**src/rtl/hdc_pkg.sv**
```systemverilog
package hdc_pkg;

    localparam int MEM_WORDS_DEF = 65536;

    localparam logic [3:0] PC_IDX = 4'd15;
    localparam logic [3:0] SP_IDX = 4'd14;

    // console commands
    typedef enum logic [2:0] {
        CMD_STEP   = 3'd0,
        CMD_WR_MEM = 3'd1,
        CMD_WR_REG = 3'd2,
        CMD_RD_MEM = 3'd3,
        CMD_RD_REG = 3'd4,
        CMD_NOP    = 3'd5
    } cmd_t;

    // result status codes
    localparam logic [1:0] STAT_OK       = 2'd0;
    localparam logic [1:0] STAT_HALT     = 2'd1;
    localparam logic [1:0] STAT_INVALID  = 2'd2;
    localparam logic [1:0] STAT_NOT_IMPL = 2'd3;

    // instruction classes by highest non-zero hex digit
    typedef enum logic [3:0] {
        CL_MEM, CL_IMM, CL_SHIFT, CL_REG, CL_STUB, CL_IO, CL_MISC, CL_NONE, CL_HALT
    } cls_t;

    // memory-reference ops
    localparam logic [3:0] OPM_LOAD  = 4'd1;
    localparam logic [3:0] OPM_STORE = 4'd2;
    localparam logic [3:0] OPM_ADD   = 4'd3;
    localparam logic [3:0] OPM_SUB   = 4'd4;
    localparam logic [3:0] OPM_JUMP  = 4'd5;
    localparam logic [3:0] OPM_CALL  = 4'd6;
    // immediate ops
    localparam logic [3:0] OPI_MOV  = 4'd1;
    localparam logic [3:0] OPI_MOVS = 4'd2;
    localparam logic [3:0] OPI_ADD  = 4'd3;
    localparam logic [3:0] OPI_SUB  = 4'd4;
    localparam logic [3:0] OPI_OR   = 4'd5;
    localparam logic [3:0] OPI_AND  = 4'd6;
    localparam logic [3:0] OPI_XOR  = 4'd7;
    // shift ops
    localparam logic [3:0] OPS_SLL = 4'd1;
    localparam logic [3:0] OPS_SRL = 4'd2;
    localparam logic [3:0] OPS_SLA = 4'd3;
    localparam logic [3:0] OPS_SRA = 4'd4;
    localparam logic [3:0] OPS_ROL = 4'd5;
    localparam logic [3:0] OPS_ROR = 4'd6;
    // register ops
    localparam logic [3:0] OPR_MOV  = 4'd1;
    localparam logic [3:0] OPR_ADD  = 4'd2;
    localparam logic [3:0] OPR_SUB  = 4'd3;
    localparam logic [3:0] OPR_OR   = 4'd4;
    localparam logic [3:0] OPR_AND  = 4'd5;
    localparam logic [3:0] OPR_XOR  = 4'd6;
    localparam logic [3:0] OPR_SKGT = 4'd7;
    localparam logic [3:0] OPR_SKGE = 4'd8;
    localparam logic [3:0] OPR_SKEQ = 4'd9;
    localparam logic [3:0] OPR_SKLE = 4'd10;
    localparam logic [3:0] OPR_SKLT = 4'd11;
    localparam logic [3:0] OPR_OVF1 = 4'd12;
    localparam logic [3:0] OPR_OVF2 = 4'd13;
    // I/O ops
    localparam logic [3:0] OPO_PUTC = 4'd1;
    localparam logic [3:0] OPO_GETC = 4'd2;
    localparam logic [3:0] OPO_DUMP = 4'd3;
    // misc ops
    localparam logic [3:0] OPX_NOP = 4'd1;
    localparam logic [3:0] OPX_RET = 4'd2;

    typedef struct packed {
        cmd_t        cmd;
        logic [15:0] mem_address;
        logic [3:0]  reg_number;
        logic [31:0] write_data;
        logic [7:0]  char_in;
    } item_t;

    typedef struct packed {
        logic [1:0]  status;
        logic [31:0] read_data;
        logic [31:0] program_counter;
        logic        char_out_valid;
        logic [7:0]  char_out;
        logic        char_in_taken;
        logic        dump_valid;
        logic [3:0]  dump_reg;
    } result_t;

    function automatic cls_t classify(input logic [31:0] ins);
        cls_t c;
        if (ins == 32'd0)              c = CL_HALT;
        else if (ins[31:28] != 4'd0)   c = CL_MEM;
        else if (ins[27:24] != 4'd0)   c = CL_IMM;
        else if (ins[23:20] != 4'd0)   c = CL_SHIFT;
        else if (ins[19:16] != 4'd0)   c = CL_REG;
        else if (ins[15:12] != 4'd0)   c = CL_STUB;
        else if (ins[11:8] != 4'd0)    c = CL_IO;
        else if (ins[7:4] != 4'd0)     c = CL_MISC;
        else                           c = CL_NONE;
        return c;
    endfunction

endpackage

```
**src/rtl/hdc_front.sv**
```systemverilog
module hdc_front (
    input  logic              aclk,
    input  logic              aresetn,
    input  logic              enable,
    input  logic              s_valid,
    output logic              s_ready,
    input  logic [2:0]        s_cmd,
    input  logic [59:0]       s_data,
    output logic              q_valid,
    output hdc_pkg::item_t    q_item,
    input  logic              q_pop
);

    hdc_pkg::item_t buf_reg [2];
    logic           wr_ptr_reg, rd_ptr_reg;
    logic [1:0]     cnt_reg;
    hdc_pkg::item_t in_item;
    logic           push;

    // classify the command; unknown codes become a no-op
    always_comb begin
        in_item.mem_address = s_data[15:0];
        in_item.reg_number  = s_data[19:16];
        in_item.write_data  = s_data[51:20];
        in_item.char_in     = s_data[59:52];
        case (s_cmd)
            3'd0:    in_item.cmd = hdc_pkg::CMD_STEP;
            3'd1:    in_item.cmd = hdc_pkg::CMD_WR_MEM;
            3'd2:    in_item.cmd = hdc_pkg::CMD_WR_REG;
            3'd3:    in_item.cmd = hdc_pkg::CMD_RD_MEM;
            3'd4:    in_item.cmd = hdc_pkg::CMD_RD_REG;
            default: in_item.cmd = hdc_pkg::CMD_NOP;
        endcase
    end

    assign s_ready = enable && (cnt_reg != 2'd2);
    assign push    = s_valid && s_ready;
    assign q_valid = (cnt_reg != 2'd0);
    assign q_item  = buf_reg[rd_ptr_reg];

    // two-word queue
    always_ff @(posedge aclk) begin
        if (!aresetn) begin
            wr_ptr_reg <= 1'b0;
            rd_ptr_reg <= 1'b0;
            cnt_reg    <= 2'd0;
        end else begin
            if (push) begin
                buf_reg[wr_ptr_reg] <= in_item;
                wr_ptr_reg          <= ~wr_ptr_reg;
            end
            if (q_pop) rd_ptr_reg <= ~rd_ptr_reg;
            cnt_reg <= cnt_reg + 2'(push) - 2'(q_pop);
        end
    end

endmodule

```
**config.mk**
```make
export PLATFORM = sky130hd
export DESIGN_NAME = hdc_front
export DESIGN_NICKNAME = d
export VERILOG_FILES = /design/src/rtl/hdc_pkg.sv /design/src/rtl/hdc_front.sv
export SDC_FILE = /design/constraint.sdc
export NUM_CORES = 1
export LEC_CHECK = 0
export ABC_AREA = 1
export BUFFER_PORTS_ARGS = -buffer_cell sky130_fd_sc_hd__buf_2
export CAP_MARGIN = 10
export CORE_MARGIN = 2
export CORE_UTILIZATION = 52
export DETAILED_ROUTE_END_ITERATION = 10
export PLACE_DENSITY = 0.78
export SLEW_MARGIN = 10
export SYNTH_ARGS = -nofsm -noshare
export SYNTH_HDL_FRONTEND = slang
export SYNTH_SLANG_ARGS = --single-unit
```
**constraint.sdc**
```tcl
create_clock -name aclk -period 4.4 [get_ports aclk]
set_clock_uncertainty 0.1 [all_clocks]
set_input_delay 0.66 -clock aclk [delete_from_list [all_inputs] [get_ports aclk]]
set_output_delay 0.66 -clock aclk [all_outputs]
set_load 0.02 [all_outputs]
```
# Word-level counts from Yosys, hierarchy flattened
# Memories as Yosys holds them, arrays and structs flattened. A register that Yosys moved wholly into a read port is not among the register bits.
# Index checks and enable logic that the tools add are counted.
[word_totals] register_bits=4 latch_bits=0 ram_bits=126 rom_bits=0 inputBits=68 out_inout_bits=65 wordCells=23 memories=1
[memory_table] memory="buf_reg" words=2 width=63 read_ports=1 rd_clocked_by_memory_dff=1 wr=1 line_no="hdc_front.sv:14" rtl="hdc_pkg::item_t buf_reg [2];"
[op_classes] n_addsub=2 n_mul=0 n_div=0 order_cmp=0 n_eq_ne=5 shift=0 muxes=6 n_bitwise=2 n_reduce_logical=4
[ops] cell="$pmux 3 s5" count=1
[ops] cell="$eq 3x2->1 const B" count=2
[ops] cell="$mux 1" count=5
[ops] cell="$eq 3x1->1 const B" count=1
[ops] cell="$eq 3x3->1 const B" count=1
[ops] cell="$logic_not 3->1" count=1
[ops] cell="$add 2x1->2" count=1
[ops] cell="$logic_and 1x1->1" count=2
[ops] cell="$ne 2x2->1 const B" count=1
[ops] cell="$not 1->1" count=2
[ops] cell="$reduce_bool 2->1" count=1
[ops] cell="$sub 2x1->2" count=1

# Longest topological paths before layout
# Gate-level depths: netlist (run 1).
[depth] word_depth=6 ltp_mapped=11 mapped_depth_nobuf=11

# Least setup slack after synthesis (run 1)
# OpenSTA, ideal clock, no wires.
[synth_path] kind="in2reg" startpoint="input s_valid" endpoint="memory buf_reg[1][0] in the netlist's numbering (enable)" setup_ps=484 arrival_time_ps=3419 required_ps=3816 path_slack_ps=397 cell_stages=2 n_path_buf=0 path_cell_list="nand3_1 > nor2_1"
[synth_via] elab_chain_cells=4
[synth_rtl] item="start, declared" line_no="hdc_front.sv:5" rtl="input logic s_valid,"
[synth_rtl] item="$logic_and 1x1->1" line_no="hdc_front.sv:37" rtl="assign push = s_valid && s_ready;"
[synth_rtl] item="$mux 1" line_no="hdc_front.sv:48" rtl="if (push) begin"
[synth_rtl] item="$mux 1" line_no="hdc_front.sv:43" rtl="if (!aresetn) begin"
[synth_rtl] item="$mux 1 (implied by the code)" line_no="hdc_front.sv:49" rtl="buf_reg[wr_ptr_reg] <= in_item;"
[synth_rtl] item="end, declared" line_no="hdc_front.sv:14"
# No other way between the ends.

==> results.tsv, run 1 <==
stage	metric	value	unit
sta	Relative slew margins	19.8	%
placed_design	port bufs	132	
floorplan	die width	103	µm
placed_design	DP Wirelength	5330	µm
layout	most frequent cells in the layout	buf_2, edfxtp_1, mux2_4	
synthesis	synth unique cells	16	
grt	largest net degree at the start of global routing	64	
layout	max FFs per register	126	
grt	vias in the first global route	2566	
power_and_ir_drop	leakage power	2.58	nW
critical_path	family with the most delay on the worst path	flip-flops	
power_and_ir_drop	Max VDD drop	323	µV
sta	Final min period	3.03	ns
floorplan	Cell Rows	36	
drt	Post-DRT Antenna Nets	0	
grt	first-pass GRT wire length	12100	µm
critical_path	R2R Setup Slk	2.21	ns
synthesis	Mean Syn Cell Area	21.7	µm²
placed_design	Final Wtd Congestion	0.713	
floorplan	num ports	133	
sta	setup violators final	0	
synthesis	#FFs+latches synth	131	
layout	commonest non-fill, non-tap cell in the layout	buf_2	
drt	First DRT Iteration DRCs	113	
sta	RSZ-0062 raised after global routing	false	
clocking	root buffer cell	clkbuf_8	
clocking	Worst-path clk slew	0.06	ns
synthesis	post-synthesis net count	306	
floorplan	die height	103	µm
floorplan	Initial Utilization	53.1	%
worst_hold_path	hold crit path type	in -> reg	
critical_path	slowest stage delay, CP	1.06	ns
synthesis	sequential area share after synthesis	75.9	%
layout	diode count	0	
drt	First-pass DRT Iterations	6	
clocking	CTS tree	done	
critical_path	R2R depth	5	
sta	final period utilization	69.0	%
clocking	# resized after CTS	0	
layout	Layout area overhead	25.9	%
critical_path	Crit Path Category	reg -> out	
clocking	# clock sinks	131	
sta	FMAX	0.330	GHz
drt	routed wire length	8410	µm
critical_path	CP Max Fanout	63	
critical_path	Worst path slowest cell	dfxtp_4	
sta	fin. max-slew vios	0	
drt	drt drc	0	
drt	wire length per cell	16.0	µm
flow_run	max-cap violation count	0	
clocking	Clock Latency Late Sink	0.50	ns
clocking	CTS buffer count	17	
critical_path	crit-path cells	mux2_2 > buf_2	
clocking	total setup buffers inserted after CTS	0	
sta	Hold WS	0.240	ns
synthesis	Ys Warns	0	
grt	initial antenna violation count	0	
drt	Vias/cell	4.91	
critical_path	Buf/Inv on CP	1	
layout	post-route cell area	6440	µm²
clocking	CTS Buffer Depth	2	
floorplan	area of the core	9640	µm²
sta	final setup TNS	0	ns
synthesis	synthesized cell area	5120	µm²
floorplan	Die Area	10600	µm²
layout	Final Util	66.8	%
synthesis	Post-Syn Instances	236	
layout	layout cells sized above 1	58.1	%
clocking	H-tree depth	4	
sta	Hold Vio Cnt, Final	0	
critical_path	CP Data Required Time	3.64	ns
clocking	# hold bufs at CTS	0	
power_and_ir_drop	P per Cell Area	486	nW/µm²
critical_path	Critical Path AT	2.27	ns
critical_path	CP Capture Type	output pin	
status	status	finished, final reports clean	
sta	Slew @ Worst Pin	1.20	ns
placed_design	Placed Area	5840	µm²
worst_hold_path	hold depth	1	
worst_hold_path	hold wc startpoint	s_data[44]	
grt	total gr overflow	0	
grt	GR Util All Layers	16.0	%
layout	Layout Nets	452	
critical_path	Worst setup SP type	flip-flop	
drt	vias	2590	
critical_path	worst r2r src	cnt_reg[0]	
worst_hold_path	worst hold endpoint	buf_reg[1][32]	
critical_path	Worst R2R End	buf_reg[0][24]	
## logic make-up after synthesis
kind of cell    count (synthesis)  share of synthesized area, %
fa+ha+maj                       2                         0.489
simple gates                   18                          1.39
buf+inv                        18                          3.37
mux                            63                          18.3
flops                         131                          75.9
compound gates                  3                         0.391
xor+xnor                        1                         0.171
## per-stage QoR
| step | setup WS, ns | instances | power, W |
|---|---|---|---|
| after detailed placement | 1.82 | 496 | 0.00176 |
| after global routing | 1.28 | 527 | 0.00324 |
| after global placement | 1.91 | 496 | 0.00175 |
| final | 1.37 | 527 | 0.00313 |
| after CTS | 1.36 | 527 | 0.00317 |
| after floorplan | 0.397 | 236 | 0.00167 |
## worst reg2reg max path: cells and delay by family, from the launching register on
kind / cells / cell delay, ns
buffers and inverters: 3 / 1.03
DFF: 1 / 0.33
and+or+nand+nor: 1 / 0.17
AOI/OAI and AO/OA: 1 / 0.23
## cell usage after synthesis
master	instances	area share (%)
edfxtp_1	126	74
mux2_4	60	18
inv_1	10	0.73
nand2_1	9	0.66
buf_12	6	2.3
nor2_1	6	0.44
dfxtp_1	5	2.0
mux2_2	3	0.66
nand3_1	3	0.29
ha_1	2	0.49
a21boi_0	1	0.15
a21o_1	1	0.15
a21oi_1	1	0.098
buf_6	1	0.22
clkbuf_1	1	0.073
xnor2_1	1	0.17
## power by group
group          total, W  leakage (nW)  internal [W]  switching, W
clock network   0.00140         0.279      0.000912      0.000492
logic          0.000283          1.12      0.000143      0.000140
registers       0.00145          1.18       0.00141     0.0000401
total           0.00313          2.58       0.00246      0.000671
## routing by layer
metal / up-vias / share of wire [%] / global-route usage (%)
met3: 12 / 7.3 / 6.72
met1: 1275 / 41 / 17.7
met5: - / 0 / 0
li1: 1198 / - / -
met2: 105 / 51 / 27.0
met4: 0 / 1.2 / 7.69
## worst max-delay path by stage
stage / end / startpoint / cells after the start / slack [ns]
2_1_floorplan: buf_reg[1][0] / s_valid / 2 / 0.40
3_3_place_gp: q_item[1] / flip-flop / 2 / 1.91
3_5_place_dp: buf_reg[0][6] / enable / 5 / 1.82
4_1_cts: q_item[1] / flip-flop / 2 / 1.36
5_1_grt: q_item[1] / flip-flop / 2 / 1.28
6_report: q_item[1] / flip-flop / 2 / 1.37
## final cells by class
| cell class | instances | area, µm² |
|---|---|---|
| clock buffers | 17 | 414 |
| clock inverters | 14 | 188 |
| fillers | 679 | 3200 |
| inverters | 10 | 37.5 |
| multi-input cells | 87 | 1070 |
| flip-flops and latches | 131 | 3890 |
| well taps | 133 | 166 |
| repair buffers | 135 | 683 |
(Power assumes the default switching activity.)
==> run 2, diff against run 1 <==
- CORE_UTILIZATION: 52 -> 47
- PLACE_DENSITY: 0.78 -> 0.74
- clock period: 4.4 -> 2.61 ns (I/O delays scaled with it)
==> results.tsv, run 2 (same netlist as run 1, synthesis figures left out) <==
stage	metric	value	unit
clocking	CTS tree	done	
floorplan	area of the core	10700	µm²
sta	final period utilization	90.0	%
worst_hold_path	worst hold endpoint	cnt_reg[0]	
layout	diode count	0	
drt	vias	2777	
grt	GR Util All Layers	16.2	%
clocking	# resized after CTS	0	
clocking	Worst-path clk slew	0.06	ns
critical_path	Worst setup SP type	flip-flop	
grt	first-pass GRT wire length	13800	µm
floorplan	Initial Utilization	47.6	%
worst_hold_path	hold crit path type	in -> reg	
drt	wire length per cell	15.6	µm
layout	Filler Cell Count	744	
sta	worst setup margin	0.260	ns
critical_path	CP Capture Type	output pin	
floorplan	die height	108	µm
clocking	root buffer cell	clkbuf_8	
critical_path	R2R Setup Slk	0.92	ns
drt	Post-DRT Antenna Nets	0	
status	status	finished, final reports clean	
layout	Layout Nets	516	
sta	Slew @ Worst Pin	0.555	ns
sta	setup violators final	0	
flow_run	max-cap violation count	0	
power_and_ir_drop	post-layout total power	0.00542	W
floorplan	num ports	133	
power_and_ir_drop	P per Cell Area	759	nW/µm²
layout	layout cells sized above 1	51.2	%
layout	most frequent cells in the layout	buf_2, edfxtp_1, dlygate4sd3_1	
critical_path	Crit Path Category	reg -> out	
sta	FMAX	0.426	GHz
critical_path	Worst R2R End	buf_reg[1][24]	
clocking	# clock sinks	131	
layout	Layout area overhead	39.6	%
drt	Vias/cell	4.64	
critical_path	worst r2r src	cnt_reg[0]	
placed_design	pre-CTS setup slack	0.773	ns
clocking	Clock Latency Late Sink	0.50	ns
sta	Hold Vio Cnt, Final	0	
critical_path	Critical Path AT	1.86	ns
layout	max FFs per register	126	
floorplan	Die Area	11700	µm²
clocking	CTS buffer count	17	
layout	commonest non-fill, non-tap cell in the layout	buf_2	
placed_design	Final Wtd Congestion	0.686	
sta	Hold WS	0.0305	ns
critical_path	R2R depth	5	
clocking	CTS Buffer Depth	2	
floorplan	Cell Rows	38	
sta	fin. max-slew vios	0	
placed_design	DP Wirelength	5540	µm
worst_hold_path	hold depth	3	
drt	First-pass DRT Iterations	4	
sta	final setup TNS	0	ns
grt	vias in the first global route	2838	
critical_path	CP Data Required Time	2.12	ns
drt	routed wire length	9320	µm
critical_path	CP Max Fanout	29	
grt	initial antenna violation count	0	
power_and_ir_drop	Max VDD drop	432	µV
worst_hold_path	hold wc startpoint	aresetn	
floorplan	die width	108	µm
sta	Relative slew margins	63.0	%
clocking	# hold bufs at CTS	61	
sta	Final min period	2.35	ns
grt	total gr overflow	0	
placed_design	port bufs	132	
drt	First DRT Iteration DRCs	96	
clocking	total setup buffers inserted after CTS	0	
sta	RSZ-0062 raised after global routing	false	
power_and_ir_drop	leakage power	2.87	nW
clocking	H-tree depth	4	
drt	drt drc	0	
grt	largest net degree at the start of global routing	42	
## run 2: cell count changes in the layout (fill, tap and decap cells not counted), moves of 2 or more
cell and change:
buf_12 +3, clkinv_1 -3, clkinv_4 +2, dlygate4sd3_1 +61
inv_6 +2
## run 2: power breakdown
group / internal (W) / switching (W) / total [W]
Combinational: 0.000307 / 0.000290 / 0.000597
Sequential: 0.00237 / 0.0000299 / 0.00240
Clock: 0.00156 / 0.000860 / 0.00242
## run 2: final cells by class
cell class	instances	area, µm²	area share [%]
flip-flops and latches	131	3890	54.4
repair buffers	199	1350	18.9
clock buffers	18	418	5.85
clock inverters	14	201	2.82
inverters	10	41.3	0.578
multi-input cells	87	1070	14.9
well taps	140	175	2.45
## run 2: how the worst max path moves through the flow
| stage | startpoint | to | slack, ns |
|---|---|---|---|
| after floorplan | enable | buf_reg[0][0] | 0.18 |
| after global placement | flip-flop | q_item[43] | 0.79 |
| after detailed placement | flip-flop | q_item[42] | 0.77 |
| after CTS | flip-flop | q_item[42] | 0.24 |
| after global routing | flip-flop | q_item[45] | 0.18 |
| final | flip-flop | q_item[45] | 0.26 |
## run 2: per-stage QoR
stage / util, % / instances / instance area, µm²
floorplan: - / 236 / 5130
global placement: 55.0 / 506 / 5910
detailed placement: 55.0 / 506 / 5910
CTS: 66.5 / 599 / 7140
global route: 66.5 / 599 / 7140
finish: 66.5 / 599 / 7140
## run 2: metal layers
metal | track usage, % | share of wire (%)
met1 | 18.2 | 41
met2 | 27.7 | 51
met3 | 5.24 | 5.8
met4 | 8.33 | 2.2
met5 | 0 | 0
## run 2: critical path, cell delays in order (launching register included)
cell,delay [ns]
dfxtp_4,0.55
buf_12,0.29
mux2_4,0.33
buf_2,0.16
==> run 3, diff against run 2 <==
- GPL_TIMING_DRIVEN: default -> 0
==> results.tsv, run 3 (same netlist as run 1, synthesis figures left out) <==
stage	metric	value	unit
sta	setup violators final	0	
clocking	total setup buffers inserted after CTS	0	
worst_hold_path	hold crit path type	in -> reg	
sta	Slew @ Worst Pin	0.693	ns
layout	diode count	0	
grt	GR Util All Layers	15.4	%
critical_path	CP Data Required Time	2.75	ns
drt	routed wire length	8890	µm
drt	First DRT Iteration DRCs	109	
layout	max FFs per register	126	
placed_design	placed cells	511	
critical_path	Crit Path Category	in -> reg	
sta	Hold Vio Cnt, Final	0	
critical_path	CP Max Fanout	35	
drt	Post-DRT Antenna Nets	0	
drt	vias	2780	
layout	Layout area overhead	41.9	%
sta	Relative slew margins	53.7	%
clocking	# resized after CTS	0	
placed_design	Placed Area	6020	µm²
clocking	root buffer cell	clkbuf_8	
floorplan	Initial Utilization	47.6	%
power_and_ir_drop	leakage power	2.92	nW
floorplan	Cell Rows	38	
critical_path	Worst setup SP type	primary input	
grt	initial antenna violation count	1	
floorplan	die height	108	µm
layout	post-route cell area	7260	µm²
flow_run	max-cap violation count	0	
power_and_ir_drop	Max VDD drop	643	µV
floorplan	Die Area	11700	µm²
layout	layout cells sized above 1	51.2	%
layout	most frequent cells in the layout	buf_2, edfxtp_1, dlygate4sd3_1	
grt	first-pass GRT wire length	13000	µm
drt	drt drc	0	
sta	RSZ-0062 raised after global routing	false	
clocking	Worst-path clk slew	0.05	ns
power_and_ir_drop	P per Cell Area	756	nW/µm²
floorplan	num ports	133	
placed_design	DP Wirelength	5810	µm
floorplan	die width	108	µm
sta	Final min period	2.27	ns
layout	commonest non-fill, non-tap cell in the layout	buf_2	
status	status	finished, final reports clean	
clocking	CTS buffer count	17	
clocking	CTS Buffer Depth	2	
placed_design	port bufs	132	
clocking	# clock sinks	131	
grt	total gr overflow	0	
sta	fin. max-slew vios	0	
sta	FMAX	0.440	GHz
layout	Non-Filler Instances	603	
drt	Vias/cell	4.61	
placed_design	Final Wtd Congestion	0.688	
layout	Filler Cell Count	730	
clocking	Clock Latency Late Sink	0.50	ns
drt	wire length per cell	14.7	µm
critical_path	Critical Path AT	2.41	ns
critical_path	CP Capture Type	flip-flop	
grt	vias in the first global route	2770	
clocking	CTS tree	done	
sta	final setup TNS	0	ns
sta	final period utilization	87.0	%
drt	First-pass DRT Iterations	4	
clocking	H-tree depth	4	
layout	Layout Nets	521	
grt	largest net degree at the start of global routing	36	
floorplan	area of the core	10700	µm²
-- run 3: cell types whose count changed in the layout (fill, tap and decap cells not counted), moves of 2 or more --
cell	change
inv_6	-2
buf_12	+6
clkinv_2	+2
buf_4	-3
-- run 3: area by class of cell --
type                       instances  area, µm²  share of cell area, %
buffer                             8        135                   1.86
clock buffer                      17        414                   5.70
clock inverter                    14        211                   2.91
inverter                          10       41.3                  0.569
multi-input combinational         87       1070                   14.7
sequential                       131       3880                   53.5
tap                              140        175                   2.41
timing repair buffer             196       1330                   18.3
-- run 3: final timing paths --
check / slack [ns] / start / end / cells after the start
max: 0.34 / aresetn / buf_reg[0][47] / 7
min: 0.08 / s_cmd[0] / buf_reg[0][60] / 2
max reg2reg: 0.54 / cnt_reg[0] / buf_reg[0][47] / 5
min reg2reg: 0.42 / rd_ptr_reg / rd_ptr_reg / 2
-- run 3: metrics by stage --
| stage | setup WS (ns) | hold slack [ns] | util, % | power [W] |
|---|---|---|---|---|
| 5_1_grt | 0.243 | 0.0660 | 67.6 | 0.00570 |
| 6_report | 0.339 | 0.0758 | 67.6 | 0.00549 |
| 3_5_place_dp | 0.347 | 0.400 | 56.1 | 0.00300 |
| 4_1_cts | 0.334 | 0.0485 | 67.6 | 0.00555 |
| 2_1_floorplan | 0.177 | 0.380 | - | 0.00282 |
| 3_3_place_gp | -0.133 | 0.394 | 55.5 | 0.00298 |
-- run 3: repair_timing --
action	CTS	global route
hold buffers	61	0
endpoints found under the setup margin	0	0
endpoints found under the hold margin	121	0
-- run 3: routing by layer --
layer | vias up | GRT usage [%] | share of wire, %
li1 | 1340 | - | -
met1 | 1338 | 17.2 | 42
met2 | 89 | 26.0 | 51
met3 | 11 | 5.67 | 5.8
met4 | 2 | 7.60 | 1.5
met5 | - | 0 | 0.15
-- run 3: where the power goes --
group / switching, W / internal (W)
logic: 0.000305 / 0.000333
clock network: 0.000823 / 0.00164
registers: 0.0000168 / 0.00237
-- run 3: worst max-delay path, stage by stage --
cell and delay (ns):
dlygate4sd3_1 0.54, buf_2 0.15, inv_1 0.09, nor2_1 0.05, nand3_1 0.15, clkinvlp_4 0.59
buf_12 0.43
